**src/rtl/core/button_debounce_long_press_assert.svh**
```systemverilog
// Assertion helpers shared by the debouncer RTL.
`ifndef BUTTON_DEBOUNCE_LONG_PRESS_ASSERT_SVH
`define BUTTON_DEBOUNCE_LONG_PRESS_ASSERT_SVH

// Same-cycle implication, disabled during reset.
`define BDLP_ASSERT_IMP(label, clk, rst_n, cond, prop, msg) \
    label: assert property (@(posedge clk) disable iff (!rst_n) (cond) |-> (prop)) \
        else $error(msg);

// Next-cycle implication, disabled during reset.
`define BDLP_ASSERT_NXT(label, clk, rst_n, cond, prop, msg) \
    label: assert property (@(posedge clk) disable iff (!rst_n) (cond) |=> (prop)) \
        else $error(msg);

`endif

```
**src/rtl/core/bdlp_pkg.sv**
```systemverilog
`timescale 1ns / 1ps
package bdlp_pkg;

    // counter and register width
    localparam int CNT_W = 16;

    // register indexes
    localparam logic REG_LONG_PRESS = 1'b0;
    localparam logic REG_REPEAT     = 1'b1;

    // register reset values
    localparam logic [CNT_W-1:0] LONG_PRESS_RST = 16'd20;
    localparam logic [CNT_W-1:0] REPEAT_RST     = 16'd5;

    // live configuration seen by every lane
    typedef struct packed {
        logic [CNT_W-1:0] long_press_ticks;
        logic [CNT_W-1:0] repeat_ticks;
    } t_cfg;

    // per-button status after a tick update
    typedef struct packed {
        logic pressed;
        logic long_f;
        logic hold;
    } t_lane_stat;

endpackage

```
**src/rtl/core/bdlp_lane.sv**
```systemverilog
`timescale 1ns / 1ps
module bdlp_lane import bdlp_pkg::*; (
    input  logic       i_clk,
    input  logic       i_rst_n,
    input  logic       i_accept,
    input  logic       i_pin,
    input  logic       i_clear,
    input  t_cfg       i_cfg,
    output t_lane_stat o_stat
);

    logic             r_newest, r_older, r_stable, r_long, r_hold;
    logic [CNT_W-1:0] r_press, r_repeat;
    logic             n_stable, n_long, n_hold;
    logic [CNT_W-1:0] n_press, n_repeat;
    logic [CNT_W-1:0] rep_inc;

    assign rep_inc = r_repeat + 1'b1;

    // one tick of debounce, press timing and auto-repeat
    always_comb begin
        n_stable = ((i_pin == r_newest) && (r_newest == r_older)) ? i_pin : r_stable;
        n_press  = r_press;
        n_repeat = r_repeat;
        n_long   = r_long;
        n_hold   = r_hold & ~i_clear;
        if (!n_stable) begin
            if (r_press < i_cfg.long_press_ticks) begin
                n_press = r_press + 1'b1;
            end else begin
                n_long = 1'b1;
                if (r_repeat < i_cfg.repeat_ticks) begin
                    // below the limit, so the increment can reach it but never pass it
                    if (rep_inc == i_cfg.repeat_ticks) begin
                        n_repeat = '0;
                        n_hold   = 1'b1;
                    end else begin
                        n_repeat = rep_inc;
                    end
                end
            end
        end else begin
            n_press  = '0;
            n_repeat = '0;
            n_long   = 1'b0;
            n_hold   = 1'b0;
        end
    end

    always_ff @(posedge i_clk) begin
        if (!i_rst_n) begin
            r_newest <= 1'b1;
            r_older  <= 1'b1;
            r_stable <= 1'b1;
            r_press  <= '0;
            r_repeat <= '0;
            r_long   <= 1'b0;
            r_hold   <= 1'b0;
        end else if (i_accept) begin
            r_newest <= i_pin;
            r_older  <= r_newest;
            r_stable <= n_stable;
            r_press  <= n_press;
            r_repeat <= n_repeat;
            r_long   <= n_long;
            r_hold   <= n_hold;
        end
    end

    // status as it stands after this tick
    assign o_stat.pressed = ~n_stable;
    assign o_stat.long_f  = n_long;
    assign o_stat.hold    = n_hold;

endmodule

```
**src/rtl/core/bdlp_merge.sv**
```systemverilog
`timescale 1ns / 1ps
module bdlp_merge import bdlp_pkg::*; #(
    parameter int NUM_BUTTONS = 3
) (
    input  logic                   i_clk,
    input  logic                   i_rst_n,
    input  logic                   i_accept,
    input  t_lane_stat             i_stat [NUM_BUTTONS],
    input  logic                   i_out_ready,
    output logic                   o_in_ready,
    output logic                   o_out_valid,
    output logic [NUM_BUTTONS-1:0] o_pressed_mask,
    output logic [NUM_BUTTONS-1:0] o_long_press_mask,
    output logic [NUM_BUTTONS-1:0] o_hold_mask
);

    logic [NUM_BUTTONS-1:0] n_pressed, n_long, n_hold;
    logic                   r_out_valid, r_skid_valid;
    logic [NUM_BUTTONS-1:0] r_out_pressed, r_out_long, r_out_hold;
    logic [NUM_BUTTONS-1:0] r_skid_pressed, r_skid_long, r_skid_hold;
    logic                   out_take;

    // gather lane results into masks
    always_comb begin
        for (int i = 0; i < NUM_BUTTONS; i++) begin
            n_pressed[i] = i_stat[i].pressed;
            n_long[i]    = i_stat[i].long_f;
            n_hold[i]    = i_stat[i].hold;
        end
    end

    assign out_take   = r_out_valid & i_out_ready;
    assign o_in_ready = ~r_skid_valid;

    // output register plus skid beat
    always_ff @(posedge i_clk) begin
        if (!i_rst_n) begin
            r_out_valid  <= 1'b0;
            r_skid_valid <= 1'b0;
        end else begin
            if (r_skid_valid) begin
                if (out_take) begin
                    r_skid_valid <= 1'b0;
                end
            end else if (i_accept) begin
                r_out_valid <= 1'b1;
                if (r_out_valid && !i_out_ready) begin
                    r_skid_valid <= 1'b1;
                end
            end else if (out_take) begin
                r_out_valid <= 1'b0;
            end
        end
    end

    always_ff @(posedge i_clk) begin
        if (r_skid_valid) begin
            if (out_take) begin
                r_out_pressed <= r_skid_pressed;
                r_out_long    <= r_skid_long;
                r_out_hold    <= r_skid_hold;
            end
        end else if (i_accept) begin
            if (r_out_valid && !i_out_ready) begin
                r_skid_pressed <= n_pressed;
                r_skid_long    <= n_long;
                r_skid_hold    <= n_hold;
            end else begin
                r_out_pressed <= n_pressed;
                r_out_long    <= n_long;
                r_out_hold    <= n_hold;
            end
        end
    end

    assign o_out_valid       = r_out_valid;
    assign o_pressed_mask    = r_out_pressed;
    assign o_long_press_mask = r_out_long;
    assign o_hold_mask       = r_out_hold;

endmodule

```
**src/rtl/core/button_debounce_long_press.sv**
```systemverilog
`timescale 1ns / 1ps
// Button debouncer with long-press and auto-repeat flags. Each input beat is one
// timer tick carrying the raw active-low pin levels and a mask of hold flags to
// clear; each tick yields one output beat with the pressed, long-press and hold
// masks after that tick's update. A new tick is taken every clock while input ready
// is high: one lane per button updates its three-sample history, press counter and
// repeat counter, and the result is registered in the output register, or in the
// skid register while the output is stalled. A two-beat output buffer keeps input
// ready high while one result waits; input is held off only once both hold one.
// APB registers: long_press_ticks at 0x0 and repeat_ticks at 0x4, 16 bits each.
`include "button_debounce_long_press_assert.svh"
module button_debounce_long_press import bdlp_pkg::*; #(
    parameter int NUM_BUTTONS = 3
) (
    input  logic                   i_clk,
    input  logic                   i_rst_n,
    // tick input
    input  logic                   i_in_valid,
    output logic                   o_in_ready,
    input  logic [NUM_BUTTONS-1:0] i_pin_levels,
    input  logic [NUM_BUTTONS-1:0] i_clear_hold,
    // status output
    output logic                   o_out_valid,
    input  logic                   i_out_ready,
    output logic [NUM_BUTTONS-1:0] o_pressed_mask,
    output logic [NUM_BUTTONS-1:0] o_long_press_mask,
    output logic [NUM_BUTTONS-1:0] o_hold_mask,
    // configuration
    input  logic                   psel,
    input  logic                   penable,
    input  logic                   pwrite,
    input  logic [2:0]             paddr,
    input  logic [31:0]            pwdata,
    output logic [31:0]            prdata,
    output logic                   pready
);

    t_cfg       r_cfg;
    t_lane_stat lane_stat [NUM_BUTTONS];
    logic       in_accept;
    logic       cfg_wr;
    logic       reg_sel;

    assign pready    = 1'b1;
    assign reg_sel   = paddr[2];
    assign cfg_wr    = psel & penable & pwrite;
    assign in_accept = i_in_valid & o_in_ready;

    // register writes
    always_ff @(posedge i_clk) begin
        if (!i_rst_n) begin
            r_cfg.long_press_ticks <= LONG_PRESS_RST;
            r_cfg.repeat_ticks     <= REPEAT_RST;
        end else if (cfg_wr) begin
            case (reg_sel)
                REG_LONG_PRESS: r_cfg.long_press_ticks <= pwdata[CNT_W-1:0];
                REG_REPEAT:     r_cfg.repeat_ticks     <= pwdata[CNT_W-1:0];
                default: ;
            endcase
        end
    end

    // register readback
    always_comb begin
        case (reg_sel)
            REG_LONG_PRESS: prdata = {{(32-CNT_W){1'b0}}, r_cfg.long_press_ticks};
            REG_REPEAT:     prdata = {{(32-CNT_W){1'b0}}, r_cfg.repeat_ticks};
            default:        prdata = '0;
        endcase
    end

    // one lane per button
    for (genvar g = 0; g < NUM_BUTTONS; g++) begin : g_lane
        bdlp_lane u_lane (
            .i_clk    (i_clk),
            .i_rst_n  (i_rst_n),
            .i_accept (in_accept),
            .i_pin    (i_pin_levels[g]),
            .i_clear  (i_clear_hold[g]),
            .i_cfg    (r_cfg),
            .o_stat   (lane_stat[g])
        );
    end

    bdlp_merge #(
        .NUM_BUTTONS (NUM_BUTTONS)
    ) u_merge (
        .i_clk             (i_clk),
        .i_rst_n           (i_rst_n),
        .i_accept          (in_accept),
        .i_stat            (lane_stat),
        .i_out_ready       (i_out_ready),
        .o_in_ready        (o_in_ready),
        .o_out_valid       (o_out_valid),
        .o_pressed_mask    (o_pressed_mask),
        .o_long_press_mask (o_long_press_mask),
        .o_hold_mask       (o_hold_mask)
    );

    // hold implies long press implies pressed
    `BDLP_ASSERT_IMP(a_flag_order, i_clk, i_rst_n, o_out_valid, ((o_hold_mask & ~o_long_press_mask) == '0) && ((o_long_press_mask & ~o_pressed_mask) == '0), "flag order broken")
    // a full buffer always has a beat on the output
    `BDLP_ASSERT_IMP(a_skid_full, i_clk, i_rst_n, !o_in_ready, o_out_valid, "skid holds beat with output empty")
    // a tick taken behind a stalled result fills the skid
    `BDLP_ASSERT_NXT(a_skid_fill, i_clk, i_rst_n, in_accept && o_out_valid && !i_out_ready, !o_in_ready && o_out_valid, "stalled beat not buffered")

endmodule
```
**config.mk**
```make
export PLATFORM = sky130hd
export DESIGN_NAME = button_debounce_long_press
export DESIGN_NICKNAME = d
export VERILOG_FILES = /design/src/rtl/core/bdlp_pkg.sv /design/src/rtl/core/bdlp_lane.sv /design/src/rtl/core/bdlp_merge.sv /design/src/rtl/core/button_debounce_long_press.sv
export VERILOG_INCLUDE_DIRS = /design/src /design/src/rtl/core
export SDC_FILE = /design/constraint.sdc
export NUM_CORES = 1
export LEC_CHECK = 0
export BUFFER_PORTS_ARGS = -buffer_cell sky130_fd_sc_hd__buf_4
export CAP_MARGIN = 10
export CORE_MARGIN = 1
export CORE_UTILIZATION = 39
export DETAILED_ROUTE_END_ITERATION = 16
export PLACE_DENSITY_LB_ADDON = 0.25
export SLEW_MARGIN = 40
export SYNTH_ARGS = -nofsm -noshare
export SYNTH_HDL_FRONTEND = slang
export SYNTH_HIERARCHICAL = 1
export SYNTH_SLANG_ARGS = --single-unit
```
**constraint.sdc**
```tcl
create_clock -name i_clk -period 4.1 [get_ports i_clk]
set_input_delay 0.82 -clock i_clk [delete_from_list [all_inputs] [get_ports i_clk]]
set_output_delay 0.82 -clock i_clk [all_outputs]
set_load 0.02 [all_outputs]
```
==> impl_results.md <==
- Status: finished, final reports clean
- CTS Sinks: 163
- Post-route DRC: 0
- Final Setup Violations: 0
- FFs w/ async S/R, synth: 0
- Largest family of logic cells by synthesized area: simple AND/OR/NAND/NOR gates
- Maximum clock rate: ~290 MHz
- Critical path startpoint category: flip-flop
- WS Path Type: flip-flop to flip-flop
- Avg Cell Area, Syn: 8.33 sq um
- Compound-cell area share of the yosys netlist: 0.166
- Synth unique cells: 68
- Post-DP HPWL: 23600 um
- Max-slew violation count: 0
- Die X-Extent: 176 um
- H-tree depth: 4
- GRT Overall Usage: 0.212
- Proportion of synthesized area in mux cells: 0.0594
- Relative slew slack: 0.441
- Synth Warn #: 6
- Max clock buf depth: 2
- CTS Root Cell: clkbuf_16
- Final Hold Viols: 0
- I/O Buffers: 56
- Final WL: between 30000 and 40000 um
- Synth area leader: dfxtp_1
- Max rail drop VDD: 0.199 mV
- Post-cts resize count: 0
- CTS Hold Bufs: 0
- Placer congestion estimate: slightly below 0.9
- Adder-cell share of the synthesized area: 0.105
- Die Y-Extent: 176 um
- Number of global-route vias before repair: 9378
- Area Growth Syn to Fin: 10.8%
- WL per Instance: 17.5 um
- Layout cells sized above 1: 0.127
- Post-synth EDFFs: 18
- Post-synthesis sequential area ratio: 0.291
- FF+latch count, synth: 163
- Endpoint arrival time on the critical path: ~3800 ps
- Hold_ws: 476 ps
- Max-cap violation count: 0
- Final net count: 1594
- Leak Pwr: 5.10 nW
- Post-Place Cells: 1818
- Die area: 31000 sq um
- Core footprint: about 30000 sq um
- Clk slew on worst S/H paths: 70 ps
- Initial antenna violation count: 1
- Synth area leaders: dfxtp_1 25%, ha_1 10%, edfxtp_1 4.6%
- Pre-CTS setup slack: 673 ps
- Routed via count: 10100
- Fin crit period: approximately 3500 ps
- Gate count of the mapped netlist: 1418
- Post-route ant nets: 0
- First-pass GRT wire length: between 50000 and 60000 um
- Num CTS Buffers: 17
- TritonCTS clock tree: yes
- Clock Latency Late Sink: approximately 440 ps
- Pre-Repair DR Iteration Count: 6
- Required time worst endpoint: ~4500 ps
- Row cnt: 63
- Initial Util: 0.398
- Finished Layout Cells: between 1500 and 2000
- RSZ-0062 raised after global routing: false
- Post-route setup TNS: 0 ps
- Min-Delay Path Class: flip-flop to flip-flop
- IO Count: 92
- Post-Synth XOR/XNOR Area: 0.0664
- Violation count after the first detailed-route iteration: 590
- Largest net degree at the start of global routing: between 40 and 50
- Simple-Gate Fraction of Synth Area: 0.227
- Syn Std Cell Area: 11800 sq um
- Congestion Overflow GR: 0
- P per Cell Area: 284 nW/um^2
- Worst Max-Slew Pin Slew: roughly 830 ps
- Clk_skew: about 13 ps
- Setup bufs post-CTS: 0
- Dominant synthesized flop cell: dfxtp_1
- Final period util: 0.845
- Crit path max fanout: 12
- Worst Setup End Kind: flip-flop
- Setup ws final: 637 ps
- Synth top area share: 0.246
- Vias per cell: 5.48
[final cells by class]
type,instances,area (sq um)
antenna,1,2.50
clock buffer,19,443
tap,390,488
clock inverter,13,156
sequential,163,3440
inverter,126,473
multi-input combinational,1055,7450
timing repair buffer,84,631
fill,2949,16600
[path summary, 6_finish.rpt]
path	startpoint	endpoint	slack, ps	cells after the start
min	g_lane[2].u_lane/r_older	g_lane[2].u_lane/r_older	480	2
max reg2reg	r_cfg[9]	g_lane[0].u_lane/r_repeat[6]	640	11
min reg2reg	g_lane[2].u_lane/r_older	g_lane[2].u_lane/r_older	480	2
max	r_cfg[9]	g_lane[0].u_lane/r_repeat[6]	640	11
[per-layer routing]
metal	wire length (um)	global-route usage	up-vias	part of all wire
li1	-	-	5057	-
met1	15400	0.286	4830	0.47
met2	14800	0.343	199	0.46
met3	1250	0.0263	52	0.039
met4	950	0.0833	0	0.029
met5	0	0	-	0
[Yosys cell counts, types with 19 or more instances]
master	number
nor2b_1	19
or3_1	36
buf_4	29
buf_2	23
inv_1	126
o21ai_0	55
a21oi_1	98
nand2_1	143
ha_1	99
mux2_2	25
nand3_1	57
nor2_1	78
clkbuf_1	30
dfxtp_1	145
xor2_1	36
xnor2_1	48
mux2i_1	42
[critical path, stage by stage, from the launching register on]
cell      delay, ps
dfxtp_1         700
inv_1           100
ha_1            330
a21oi_1         140
o21ai_0         170
a211oi_1        260
a211oi_1        170
o31a_1          350
a2111o_1        520
buf_4           220
or3_1           340
o21ai_1          80
[per-stage QoR]
stage / instance area [sq um] / total power [mW] / util
CTS: 13100 / 3.76 / 0.440
global route: 13100 / 3.86 / 0.440
detailed placement: 12500 / 2.08 / 0.420
floorplan: 11900 / 1.95 / -
finish: 13100 / 3.72 / 0.440
global placement: 12500 / 2.07 / 0.420
[logic make-up after synthesis]
logic type,count (synthesis)
buffers and inverters,215
other,2
xor gates and xnor gates,87
AOI/OAI and AO/OA,304
DFF,163
muxes,67
adders and majority gates,99
and+or+nand+nor,481
[flip-flops by register name (all words and copies together) (netlist names)]
signal / count
g_lane.u_lane/r_press: 48
g_lane.u_lane/r_repeat: 48
r_cfg: 32
g_lane.u_lane/r_hold: 3
g_lane.u_lane/r_long: 3
g_lane.u_lane/r_newest: 3
g_lane.u_lane/r_older: 3
g_lane.u_lane/r_stable: 3
u_merge/o_hold_mask: 3
u_merge/o_long_press_mask: 3
u_merge/o_pressed_mask: 3
u_merge/r_skid_hold: 3
u_merge/r_skid_long: 3
u_merge/r_skid_pressed: 3
u_merge/o_out_valid: 1
u_merge/r_skid_valid: 1
[cell usage in the layout (no fill, tap or decap), types with 8 or more instances in the layout]
master / instances
a211oi_1: 16
a21o_1: 18
a21oi_1: 98
a31oi_1: 12
and3_1: 9
and4_1: 13
buf_4: 84
clkbuf_16: 17
conb_1: 17
dfxtp_1: 145
edfxtp_1: 18
ha_1: 99
inv_1: 126
mux2_2: 25
mux2i_1: 42
nand2_1: 143
nand2b_1: 18
nand3_1: 57
nand4_1: 15
nor2_1: 78
nor2b_1: 19
nor3_1: 18
nor3b_1: 9
nor4_1: 9
o211ai_1: 9
o21ai_0: 55
o21ai_1: 15
o31ai_1: 8
or3_1: 36
xnor2_1: 48
xor2_1: 36
[report_power, final]
part / internal, mW / switching, mW
clock network: 0.938 / 0.741
logic: 0.138 / 0.222
registers: 1.64 / 0.0396
total: 2.72 / 1.00
No activity file was read; power rests on OpenSTA's default activity.
